## config.mk

```make
export PLATFORM = sky130hd
export DESIGN_NAME = interval_set_insert_and_pick_top
export DESIGN_NICKNAME = d
export VERILOG_FILES = /design/src/rtl/isip_pkg.sv /design/src/rtl/interval_set_insert_and_pick_top.sv /design/src/rtl/isip_ram.sv
export SDC_FILE = /design/constraint.sdc
export NUM_CORES = 2
export LEC_CHECK = 0
export ABC_AREA = 1
export BUFFER_PORTS_ARGS = -buffer_cell sky130_fd_sc_hd__buf_2
export CAP_MARGIN = 20
export CORE_ASPECT_RATIO = 0.75
export CORE_UTILIZATION = 63
export DETAILED_ROUTE_END_ITERATION = 7
export PLACE_DENSITY_LB_ADDON = 0.05
export SLEW_MARGIN = 15
export SYNTH_ARGS = -nofsm -noshare
export SYNTH_HDL_FRONTEND = slang
export SYNTH_SLANG_ARGS = --single-unit
```

## constraint.sdc

```tcl
create_clock -name clk_i -period 8.6 [get_ports clk_i]
set_input_delay 1.29 -clock clk_i [delete_from_list [all_inputs] [get_ports clk_i]]
set_output_delay 1.29 -clock clk_i [all_outputs]
set_load 0.05 [all_outputs]
```

## src/rtl/isip_pkg.sv

```systemverilog
// ============================================================================
// isip_pkg
// Shared types, widths and codes of the interval set with insert and pick.
// ============================================================================
package isip_pkg;

  // Table depth and the widths that follow from it.
  localparam int unsigned MAX_RANGES = 16;
  localparam int unsigned IDX_W      = $clog2(MAX_RANGES);
  localparam int unsigned CNT_W      = $clog2(MAX_RANGES + 1);

  // Field widths.
  localparam int unsigned ACT_W   = 2;
  localparam int unsigned VAL_W   = 32;
  localparam int unsigned STS_W   = 2;
  localparam int unsigned TOTAL_W = 37;
  localparam int unsigned USED_W  = 5;
  localparam int unsigned SIZE_W  = VAL_W + 1;

  // Stream word widths, padded to whole bytes.
  localparam int unsigned IN_BITS  = ACT_W + 3 * VAL_W;
  localparam int unsigned IN_W     = ((IN_BITS + 7) / 8) * 8;
  localparam int unsigned OUT_BITS = VAL_W + STS_W + TOTAL_W + USED_W;
  localparam int unsigned OUT_W    = ((OUT_BITS + 7) / 8) * 8;

  // Request codes.
  localparam logic [ACT_W-1:0] ACT_INSERT = 2'd0;
  localparam logic [ACT_W-1:0] ACT_PICK   = 2'd1;
  localparam logic [ACT_W-1:0] ACT_CLEAR  = 2'd2;

  // Result status codes.
  localparam logic [STS_W-1:0] STS_OK    = 2'd0;
  localparam logic [STS_W-1:0] STS_FULL  = 2'd1;
  localparam logic [STS_W-1:0] STS_ORDER = 2'd2;
  localparam logic [STS_W-1:0] STS_RANGE = 2'd3;

  // One stored range, first value in the low half.
  typedef struct packed {
    logic [VAL_W-1:0] last;
    logic [VAL_W-1:0] first;
  } entry_t;

  localparam int unsigned ENTRY_W = $bits(entry_t);

  // Number of values in an inclusive range.
  function automatic logic [SIZE_W-1:0] range_size(input entry_t ent);
    range_size = {1'b0, ent.last - ent.first} + SIZE_W'(1);
  endfunction

endpackage

```

## src/rtl/interval_set_insert_and_pick_top.sv

```systemverilog
// ============================================================================
// interval_set_insert_and_pick_top
// Sorted table of inclusive 32-bit ranges with insert, pick by position and
// clear. The ranges live in one RAM that is walked one entry per cycle.
// ============================================================================
// Clear, unused codes, start-above-end and a pick on an empty table go
// straight to the response; an insert into an empty table goes straight
// to the shift step. A pick, or an insert, scans the stored entries; an
// insert that opens a position below the top then shifts entries up.
// Throughput: one request at a time, one entry read per cycle. Reset empties
// the table at once, with no clearing pass.
// ============================================================================
module interval_set_insert_and_pick_top (
  input  logic                      clk_i,
  input  logic                      rst_ni,
  input  logic                      s_axis_tvalid,
  output logic                      s_axis_tready,
  // action[1:0], range_start[33:2], range_end[65:34], pick_index[97:66]
  input  logic [isip_pkg::IN_W-1:0] s_axis_tdata,
  output logic                      m_axis_tvalid,
  input  logic                      m_axis_tready,
  // picked_value[31:0], status[33:32], total_count[70:34],
  // entries_used[75:71]
  output logic [isip_pkg::OUT_W-1:0] m_axis_tdata
);

  import isip_pkg::*;

  // Sequencer states.
  localparam logic [1:0] S_IDLE  = 2'd0;
  localparam logic [1:0] S_SCAN  = 2'd1;
  localparam logic [1:0] S_SHIFT = 2'd2;
  localparam logic [1:0] S_RESP  = 2'd3;

  logic [1:0]         state_q, state_d;

  // Table bookkeeping.
  logic [CNT_W-1:0]   used_q, used_d;
  logic [TOTAL_W-1:0] total_q, total_d;

  // Request fields held while the request is in work.
  logic [ACT_W-1:0]   act_q, act_d;
  logic [VAL_W-1:0]   start_q, start_d;
  logic [VAL_W-1:0]   end_q, end_d;
  logic [VAL_W-1:0]   rem_q, rem_d;

  // Table walk: rd_idx is the next entry to read, chk_idx the one whose
  // data comes back from the RAM in this cycle.
  logic [CNT_W-1:0]   rd_idx_q, rd_idx_d;
  logic               chk_q, chk_d;
  logic [CNT_W-1:0]   chk_idx_q, chk_idx_d;

  // Insertion point and shifting.
  logic [CNT_W-1:0]   pos_q, pos_d;
  logic               pos_found_q, pos_found_d;
  logic [CNT_W-1:0]   shr_idx_q, shr_idx_d;
  logic               pend_q, pend_d;
  logic [CNT_W-1:0]   pend_addr_q, pend_addr_d;

  // Result of the request in work.
  logic [VAL_W-1:0]   res_val_q, res_val_d;
  logic [STS_W-1:0]   res_sts_q, res_sts_d;

  // Output register.
  logic               out_vld_q, out_vld_d;
  logic [VAL_W-1:0]   out_val_q, out_val_d;
  logic [STS_W-1:0]   out_sts_q, out_sts_d;
  logic [TOTAL_W-1:0] out_tot_q, out_tot_d;
  logic [USED_W-1:0]  out_used_q, out_used_d;

  // RAM port signals.
  logic               ram_we;
  logic [IDX_W-1:0]   ram_waddr;
  entry_t             ram_wdata;
  logic [IDX_W-1:0]   ram_raddr;
  entry_t             ram_rdata;

  // Decoding of the entry under check.
  logic [SIZE_W-1:0]  old_size;
  logic [SIZE_W-1:0]  new_size;
  entry_t             merged;
  entry_t             new_entry;
  logic               is_inside;
  logic               by_start;
  logic               by_end;
  logic               last_chk;
  logic               pick_hit;

  isip_ram #(
    .WIDTH (ENTRY_W),
    .DEPTH (MAX_RANGES)
  ) u_ram (
    .clk_i   (clk_i),
    .we_i    (ram_we),
    .waddr_i (ram_waddr),
    .wdata_i (ram_wdata),
    .raddr_i (ram_raddr),
    .rdata_o (ram_rdata)
  );

  assign s_axis_tready = (state_q == S_IDLE);
  assign m_axis_tvalid = out_vld_q;
  assign m_axis_tdata  = OUT_W'({out_used_q, out_tot_q, out_sts_q, out_val_q});

  // The three overlap tests are checked in order: containment first, then
  // growth at the front, then growth at the back.
  assign is_inside = (start_q >= ram_rdata.first) && (end_q <= ram_rdata.last);
  assign by_start  = (start_q < ram_rdata.first) && (end_q >= ram_rdata.first);
  assign by_end    = (start_q <= ram_rdata.last) && (end_q >= ram_rdata.last);
  assign last_chk  = (CNT_W'(chk_idx_q + CNT_W'(1)) == used_q);
  assign old_size  = range_size(ram_rdata);
  assign pick_hit  = ({1'b0, rem_q} < old_size);
  assign new_entry = '{last: end_q, first: start_q};

  // Entry after a merge. Growth at the front also takes the larger end.
  always_comb begin
    merged = ram_rdata;
    if (by_start) begin
      merged.first = start_q;
      if (end_q > ram_rdata.last) begin
        merged.last = end_q;
      end
    end else begin
      merged.last = end_q;
    end
  end

  assign new_size = range_size(merged);

  always_comb begin
    state_d     = state_q;
    used_d      = used_q;
    total_d     = total_q;
    act_d       = act_q;
    start_d     = start_q;
    end_d       = end_q;
    rem_d       = rem_q;
    rd_idx_d    = rd_idx_q;
    chk_d       = 1'b0;
    chk_idx_d   = chk_idx_q;
    pos_d       = pos_q;
    pos_found_d = pos_found_q;
    shr_idx_d   = shr_idx_q;
    pend_d      = pend_q;
    pend_addr_d = pend_addr_q;
    res_val_d   = res_val_q;
    res_sts_d   = res_sts_q;
    out_vld_d   = out_vld_q && !m_axis_tready;
    out_val_d   = out_val_q;
    out_sts_d   = out_sts_q;
    out_tot_d   = out_tot_q;
    out_used_d  = out_used_q;
    ram_we      = 1'b0;
    ram_waddr   = chk_idx_q[IDX_W-1:0];
    ram_wdata   = merged;
    ram_raddr   = rd_idx_q[IDX_W-1:0];

    case (state_q)
      S_IDLE: begin
        if (s_axis_tvalid) begin
          act_d       = s_axis_tdata[ACT_W-1:0];
          start_d     = s_axis_tdata[ACT_W +: VAL_W];
          end_d       = s_axis_tdata[ACT_W + VAL_W +: VAL_W];
          rem_d       = s_axis_tdata[ACT_W + 2 * VAL_W +: VAL_W];
          res_val_d   = '0;
          res_sts_d   = STS_OK;
          rd_idx_d    = '0;
          pos_d       = used_q;
          pos_found_d = 1'b0;
          shr_idx_d   = used_q;
          pend_d      = 1'b0;
          case (s_axis_tdata[ACT_W-1:0])
            ACT_INSERT: begin
              if (s_axis_tdata[ACT_W +: VAL_W] > s_axis_tdata[ACT_W + VAL_W +: VAL_W]) begin
                res_sts_d = STS_ORDER;
                state_d   = S_RESP;
              end else if (used_q == '0) begin
                state_d = S_SHIFT;
              end else begin
                state_d = S_SCAN;
              end
            end
            ACT_PICK: begin
              if (used_q == '0) begin
                res_sts_d = STS_RANGE;
                state_d   = S_RESP;
              end else begin
                state_d = S_SCAN;
              end
            end
            ACT_CLEAR: begin
              used_d  = '0;
              total_d = '0;
              state_d = S_RESP;
            end
            default: begin
              state_d = S_RESP;
            end
          endcase
        end
      end

      S_SCAN: begin
        // Keep one read in flight so that one entry is checked per cycle.
        if (rd_idx_q < used_q) begin
          chk_d     = 1'b1;
          chk_idx_d = rd_idx_q;
          rd_idx_d  = CNT_W'(rd_idx_q + CNT_W'(1));
        end
        if (chk_q) begin
          if (act_q == ACT_PICK) begin
            if (pick_hit) begin
              res_val_d = ram_rdata.first + rem_q;
              state_d   = S_RESP;
            end else begin
              rem_d = rem_q - old_size[VAL_W-1:0];
              if (last_chk) begin
                res_sts_d = STS_RANGE;
                state_d   = S_RESP;
              end
            end
          end else if (is_inside) begin
            state_d = S_RESP;
          end else if (by_start || by_end) begin
            ram_we  = 1'b1;
            total_d = total_q + TOTAL_W'(new_size) - TOTAL_W'(old_size);
            state_d = S_RESP;
          end else begin
            if (!pos_found_q && (end_q < ram_rdata.first)) begin
              pos_d       = chk_idx_q;
              pos_found_d = 1'b1;
            end
            if (last_chk) begin
              if (used_q == CNT_W'(MAX_RANGES)) begin
                res_sts_d = STS_FULL;
                state_d   = S_RESP;
              end else begin
                state_d = S_SHIFT;
              end
            end
          end
        end
      end

      S_SHIFT: begin
        // Move entries up by one from the top down to the insertion point,
        // writing each entry that is read back one place higher.
        ram_raddr = IDX_W'(shr_idx_q - CNT_W'(1));
        if (pend_q) begin
          ram_we    = 1'b1;
          ram_waddr = pend_addr_q[IDX_W-1:0];
          ram_wdata = ram_rdata;
        end
        if (shr_idx_q > pos_q) begin
          pend_d      = 1'b1;
          pend_addr_d = shr_idx_q;
          shr_idx_d   = CNT_W'(shr_idx_q - CNT_W'(1));
        end else if (!pend_q) begin
          ram_we    = 1'b1;
          ram_waddr = pos_q[IDX_W-1:0];
          ram_wdata = new_entry;
          used_d    = CNT_W'(used_q + CNT_W'(1));
          total_d   = total_q + TOTAL_W'(range_size(new_entry));
          state_d   = S_RESP;
        end else begin
          pend_d = 1'b0;
        end
      end

      S_RESP: begin
        if (!out_vld_q || m_axis_tready) begin
          out_vld_d  = 1'b1;
          out_val_d  = res_val_q;
          out_sts_d  = res_sts_q;
          out_tot_d  = total_q;
          out_used_d = USED_W'(used_q);
          state_d    = S_IDLE;
        end
      end

      default: begin
        state_d = S_IDLE;
      end
    endcase
  end

  always_ff @(posedge clk_i or negedge rst_ni) begin
    if (!rst_ni) begin
      state_q   <= S_IDLE;
      used_q    <= '0;
      total_q   <= '0;
      chk_q     <= 1'b0;
      pend_q    <= 1'b0;
      out_vld_q <= 1'b0;
    end else begin
      state_q   <= state_d;
      used_q    <= used_d;
      total_q   <= total_d;
      chk_q     <= chk_d;
      pend_q    <= pend_d;
      out_vld_q <= out_vld_d;
    end
  end

  always_ff @(posedge clk_i) begin
    act_q       <= act_d;
    start_q     <= start_d;
    end_q       <= end_d;
    rem_q       <= rem_d;
    rd_idx_q    <= rd_idx_d;
    chk_idx_q   <= chk_idx_d;
    pos_q       <= pos_d;
    pos_found_q <= pos_found_d;
    shr_idx_q   <= shr_idx_d;
    pend_addr_q <= pend_addr_d;
    res_val_q   <= res_val_d;
    res_sts_q   <= res_sts_d;
    out_val_q   <= out_val_d;
    out_sts_q   <= out_sts_d;
    out_tot_q   <= out_tot_d;
    out_used_q  <= out_used_d;
  end

endmodule

```

## src/rtl/isip_ram.sv

```systemverilog
// ============================================================================
// isip_ram
// Simple dual-port RAM: one write port, one read port with registered data.
// ============================================================================
module isip_ram #(
  parameter int unsigned WIDTH = 64,
  parameter int unsigned DEPTH = 16
) (
  input  logic                     clk_i,
  input  logic                     we_i,
  input  logic [$clog2(DEPTH)-1:0] waddr_i,
  input  logic [WIDTH-1:0]         wdata_i,
  input  logic [$clog2(DEPTH)-1:0] raddr_i,
  output logic [WIDTH-1:0]         rdata_o
);

  logic [WIDTH-1:0] mem_q [DEPTH];

  always_ff @(posedge clk_i) begin
    if (we_i) begin
      mem_q[waddr_i] <= wdata_i;
    end
    rdata_o <= mem_q[raddr_i];
  end

endmodule
```

[Word level (Yosys, flattened, before mapping)]
Memory sizes are Yosys's and may differ from the RTL's. A register that Yosys moved wholly into a read port is not among the register bits.
Index checks and enable logic that the tools add are counted.
Cells by class
  bitwise logic cells: 0
  equal/unequal tests: 31
  add/sub/neg operators: 15
  div/mod/pow operators: 0
  reductions and logical operators: 30
  mux-type cells: 100
  shifts and indexed selects: 0
  order comparisons: 12
  multipliers: 0
Operators with widths (number)
  two-way mux 32 bit: 11
  two-way mux 37 bit: 8
  two-way mux 64 bit: 4
  one-hot mux 32 bit (2 select lines): 2
  subtractor 32 bit: 4
  one-hot mux 37 bit (3 select lines): 1
  adder 32 x 1 -> 33 bit, second input constant: 3
  greater-or-equal comparator 32 bit: 3
  adder 37 x 33 -> 37 bit: 2
  two-way mux 5 bit: 13
  > comparator 32 bit: 2
  less-or-equal comparator 32 bit: 2
  < comparator 32 bit: 2
  two-way mux 2 bit: 24
  one-hot mux 5 bit (2 select lines): 4
  subtractor 37 x 33 -> 37 bit: 1
  < comparator 32 x 33 -> 1 bit: 1
  adder 32 bit: 1
  != test 2 bit, second input constant: 16
  two-way mux 1 bit: 21
  two-way mux 4 bit: 5
  adder 5 x 1 -> 5 bit, second input constant: 3
  AND reduction 5 bit: 3
  AND reduction 7 bit: 2
  25 further kinds: 50
Storage, ports and cells
  memory bits (writable): 1024
  output and inout port bits: 82
  bits of input ports: 108
  word-level logic and storage cells: 211
  bits in read-only memories: 0
  latch bits: 0
  memories kept: 1
  flip-flop bits (word level): 280
Memory list
  u_ram.mem_q: words 16, bits a word 64, read ports 1, clocked after Yosys merged registers in 1, write ports 1, RTL line isip_ram.sv:17  | logic [WIDTH-1:0] mem_q [DEPTH];

[Logic depth before layout (Yosys ltp)]
  word-level depth: 12
  gate-level depth with buffers: 51
  gate-level depth less buffers: 50

[Hierarchy]
Synthesis repeated with hierarchy kept, for this count alone.
Second synthesis, totals
  cell total of the unflattened synthesis: 8257
  area total of the unflattened synthesis: 75336.0 µm²
Modules (own cells, without submodules)
  isip_ram: cells an instance 4210, area an instance 45158.3 µm², instances 1
  interval_set_insert_and_pick_top: cells an instance 4047, area an instance 30177.7 µm², instances 1

[Worst setup path after synthesis]
No wires, ideal clock.
  kind: register to register
  start point: register u_ram.rdata_o[0] (read register of u_ram.mem_q)
  end point: register res_val_q[0], enable pin
  slack: 2.464 ns
  required time: 8.168 ns
  stages on the path, launching flop included: 34
  data arrival time: 5.704 ns
  cell sequence: dfxtp_1 > ha_1 > inv_1 > fa_1 > ha_1 > inv_1 > nor2_1 > nand2_1 > nor2_1 > nand2_1 > nor2_1 > nand2_1 > inv_2 > nand4_2 > nor2_2 > nand3_2 > inv_2 > nand2_2 > clkinv_2 > nand2_4 > nor3_4 > xor2_1 > ha_1 > a21oi_1 > o21ai_0 > a221oi_1 > o21ai_0 > a21oi_1 > nand2_1 > nand2_1 > nand2_1 > nand2_1 > nand2_1 > a21oi_1
Between the ends
  cells in the longest elaborated chain, start to end: 5
Ends and longest elaborated chain
  start, declared: RTL line isip_ram.sv:14  | output logic [WIDTH-1:0] rdata_o
  subtractor 32 bit: RTL line isip_pkg.sv:47  | range_size = {1'b0, ent.last - ent.first} + SIZE_W'(1);
  adder 32 x 1 -> 33 bit: RTL line isip_pkg.sv:47
  < comparator 32 x 33 -> 1 bit: RTL line interval_set_insert_and_pick_top.sv:112  | assign pick_hit = ({1'b0, rem_q} < old_size);
  != test 2 bit (no source line)
  AND reduction 5 bit (no source line)
  end signal, assigned: RTL line interval_set_insert_and_pick_top.sv:316  | res_val_q <= res_val_d;
  end, declared: RTL line interval_set_insert_and_pick_top.sv:61  | logic [VAL_W-1:0] res_val_q, res_val_d;
Every way passes these cells.
A chain may end at the register's enable or synchronous reset.

[Worst setup path in the final report]
  start point: register u_ram.rdata_o[23] (read register of u_ram.mem_q)
  end point: register total_q[36]
Between the ends
  cells in the longest elaborated chain, start to end: 12
  elaborated cells between the ends (all ways): 22
Ends and longest elaborated chain
  < comparator 32 bit or greater-or-equal comparator 32 bit (tied branches): RTL line interval_set_insert_and_pick_top.sv:108  | assign by_start = (start_q < ram_rdata.first) && (end_q >= ram_rdata.first);
  logical AND 1 bit: RTL line interval_set_insert_and_pick_top.sv:108
  two-way mux 32 bit: RTL line interval_set_insert_and_pick_top.sv:118  | if (by_start) begin
  subtractor 32 bit: RTL line isip_pkg.sv:47
  adder 32 x 1 -> 33 bit: RTL line isip_pkg.sv:47
  adder 37 x 33 -> 37 bit: RTL line interval_set_insert_and_pick_top.sv:226  | total_d = total_q + TOTAL_W'(new_size) - TOTAL_W'(old_size);
  subtractor 37 x 33 -> 37 bit: RTL line interval_set_insert_and_pick_top.sv:226
  two-way mux 37 bit: RTL line interval_set_insert_and_pick_top.sv:224  | end else if (by_start || by_end) begin
  two-way mux 37 bit: RTL line interval_set_insert_and_pick_top.sv:222  | end else if (is_inside) begin
  two-way mux 37 bit: RTL line interval_set_insert_and_pick_top.sv:211  | if (act_q == ACT_PICK) begin
  two-way mux 37 bit: RTL line interval_set_insert_and_pick_top.sv:210  | if (chk_q) begin
  one-hot mux 37 bit (3 select lines): RTL line interval_set_insert_and_pick_top.sv:158  | case (state_q)
  end signal, assigned: RTL line interval_set_insert_and_pick_top.sv:298  | total_q <= total_d;
  end, declared: RTL line interval_set_insert_and_pick_top.sv:39  | logic [TOTAL_W-1:0] total_q, total_d;
Several ways; a longest one is shown, not always the timed one. The select of a mux whose other input is x is not followed.

==> impl_summary.txt <==
----------------------------------------------------
[Worst hold path]
  Class of the tightest hold or removal check ... flip-flop to flip-flop

[STA]
  Setup repair after global routing missed its margin ... false
  Max-slew violation total from the final report ... 0
  Post-route fraction of the period consumed by the critical path ... 96.58%
  Maximum achievable frequency ... 120.4 MHz
  Relative slew slack ... roughly 22%
  Shortest period the worst path allows ... 8.306 ns
  Final setup fails ... 0
  Worst-case clock skew ... 0.05451 ns
  Sum Neg Setup Slack ... 0 ns
  Tightest Pin Transition ... 1.154 ns
  Final Hold Violating Endpoints ... 0
  Post-route worst hold slack ... about 0.42 ns

[Clocking]
  Inserted Clock Buffers ... 120
  Count of hold buffers inserted by post-cts repair ... 0
  Clk buf depth ... 3
  Clock transition at the registers of the reported paths ... 0.07 ns
  Clock Sink Count ... 1368
  Maximum level of the CTS H-tree ... 3
  TritonCTS clock tree ... done
  Clock root buffer ... sky130_fd_sc_hd__clkbuf_16
  Clock latency of the later-clocked register in the worst-skew pair ... 0.79 ns

[Critical path]
  Cell seen most often among critical-path stages ... sky130_fd_sc_hd__nand2_1
  Worst Setup Path Type ... flip-flop to flip-flop
  Critical-path maximum fanout ... 20
  Slowest stage delay, CP ... 0.73 ns
  Endpoint class of the critical path ... flip-flop
  Data arrival time of the critical path ... 8.91 ns
  Crit path launch type ... flip-flop
  Data required, critical path ... 9.20 ns
  Highest-delay cell along the critical path ... sky130_fd_sc_hd__o21ai_0

[Finish]
  Number of non-filler instances in the completed layout ... 8992
  Post-synthesis to final-layout area growth ... 10.16%
  Share of the core filled with cells ... 70.06%
  Reg area ... 40200 um^2
  Area of combinational cells with multiple inputs ... between 20000 and 30000 um^2
  Layout cells sized above 1 ... 8.612%
  Total of fill cells in the finished design ... 8158
  Total Nets Final ... 7897

[Placed design]
  Input/output buffers ... 179
  Placed cell count ... 8735
  Gp weighted congestion ... roughly 1.1
  DP HPWL ... between 150000 and 200000 um

[Yosys]
  Most frequently used flop master after synthesis ... sky130_fd_sc_hd__edfxtp_1
  Count of synthesis-stage warnings from yosys ... 0
  Sequential area share after synthesis ... 55.68%
  Compound-gate portion of the synthesized area ... 15.27%
  Main combinational cell family by area after synthesis ... compound AO/OA/AOI/OAI gates
  Share of cell area taken by muxes after synthesis ... 1.775%
  Post-synth EDFFs ... 1257
  Cells after synthesis ... between 7000 and 8000
  Number of library cell types mapped by synthesis ... 69
  Adder-cell share of the synthesized area ... under 10%
  Post-synth top cells ... 1303 x sky130_fd_sc_hd__nand2_1, 1257 x sky130_fd_sc_hd__edfxtp_1, 913 x sky130_fd_sc_hd__inv_1
  Portion of synthesized cell area occupied by the leading cell type ... between 50% and 60%
  Cell type contributing the most total cell area after synthesis ... sky130_fd_sc_hd__edfxtp_1
  Post-synthesis instance area ... just over 70000 um^2
  XOR/XNOR share of the synthesized area ... ~1.8%
  Fraction of the mapped netlist area in simple logic gates ... 11.18%
  Average cell area after synthesis ... 10.10 um^2
  Synth async-reset ratio ... 3.436%
  Most used standard cell by instance count after synthesis ... sky130_fd_sc_hd__nand2_1
  Count of state elements after synthesis ... 1368
  Cell types with the largest area share after synthesis ... sky130_fd_sc_hd__edfxtp_1 52%, sky130_fd_sc_hd__ha_1 6.9%, sky130_fd_sc_hd__nand2_1 6.8%

[Route]
  Pre-Repair DR Iteration Count ... 8
  DRC viols ... 0
  Final wirelength ... 230600 um
  Total via count after detailed routing ... 56430
  First-iteration detailed-routing DRC count ... 7519
  Routed via count divided by cell count ... approximately 6.3
  Remaining number of nets flagged by the antenna check after routing ... 0
  Average detailed-routed wire length per instance ... between 20 and 30 um

[Flow run]
  Count of maximum capacitance violations ... 0

[Floorplan]
  Count of standard-cell rows ... 107
  Chip width ... 392.9 um
  Core area ... around 110000 um^2
  Effective utilization at floorplan ... 63.60%
  I/O pin total ... 190
  Floorplan die height ... 295.2 um
  Area enclosed by the die boundary ... 116000 um^2

[GRT]
  Wire length of the first global-routing pass ... between 300000 and 400000 um
  Pin count of the biggest net entering global routing ... 245
  Via count of the first global-routing pass ... 51790
  Overflow after GRT ... 0
  Initial antenna violation count ... 13
  GRT Total Usage ... approximately 39%

[Run status]
  Run status ... complete, no violations

----------------------------------------------------
-- flip-flops by register name, indices dropped and copies added (netlist names), 32 cells and up --
register       count
u_ram.mem_q     1024
total_q           37
res_val_q         32
start_q           32
out_val_q         32
out_tot_q         37
end_q             32
rem_q             32
u_ram.rdata_o     64
-- layout make-up --
cell class	count	area share, %
well taps	1526	2.401
diodes	11	0.03461
multi-input cells	4590	34.90
inverters	927	4.388
repair buffers	344	2.945
clock inverters	71	0.7803
flip-flops and latches	1368	50.55
clock buffers	155	4.004
-- kinds of logic after synthesis --
| kind of cell | Yosys count |
|---|---|
| AND/OR/NAND/NOR | 1952 |
| AO/OA/AOI/OAI | 1923 |
| flip-flops | 1368 |
| buffers and inverters | 1192 |
| adder cells (fa/ha/maj) | 438 |
| XOR/XNOR | 144 |
| multiplexers | 128 |
| other | 1 |
-- final timing paths --
path,start,end,slack (ns),depth (start not counted)
worst min-delay path,res_val_q[31],out_val_q[31],0.42,0
worst max register to register,u_ram.rdata_o[23],total_q[36],0.29,34
min in group asynchronous,rst_ni,total_q[12],0.66,2
worst min register to register,res_val_q[31],out_val_q[31],0.42,0
worst max-delay path,u_ram.rdata_o[23],total_q[36],0.29,34
max in group asynchronous,rst_ni,total_q[1],7.47,2
-- worst max-delay path: cells and delay by family (launching register included) --
kind / cells / cell delay, ns
AO/OA/AOI/OAI: 9 / 2.28
adder cells (fa/ha/maj): 4 / 1.74
buffers and inverters: 2 / 0.51
flip-flops: 1 / 0.45
AND/OR/NAND/NOR: 19 / 3.16
-- through the flow --
stage                     setup slack (ns)  area [um^2]
final                               0.2937        79540
after CTS                           0.5919        79330
after global routing              0.005369        79510
after floorplan                      2.464        72210
after global placement              0.6989        75500
after detailed placement            0.6842        75530
-- layout by cell type (no fill, tap or decap), drive strengths merged, types with 49 or more instances in the layout --
cell type / synthesis / routed
a21oi: 569 / 569
buf: 45 / 333
clkbuf: 220 / 166
clkinv: 7 / 60
dfxtp: 64 / 64
edfxtp: 1257 / 1257
ha: 400 / 400
inv: 920 / 928
mux2i: 128 / 128
nand2: 1314 / 1314
nand3: 141 / 142
nand4: 68 / 68
nor2: 329 / 329
nor3: 49 / 49
o211ai: 115 / 115
o21ai: 889 / 889
o221ai: 177 / 177
xnor2: 56 / 56
xor2: 88 / 88
-- routing by layer --
metal / vias to the layer above / track usage (%) / share of wire, %
met5: - / 0 / 0.037
met2: 3358 / 56.25 / 42
li1: 25650 / - / -
met4: 14 / 13.04 / 3.5
met3: 450 / 13.17 / 14
met1: 26950 / 56.06 / 41
-- what timing repair did --
item	4_1_cts	5_1_grt
resized for setup	0	2
buffers inserted	0	5
endpoints found under the setup margin	0	7
Power is left out: the tool's default activity adds up to more than one toggle a clock period on the data nets, which glitch-free logic cannot reach.
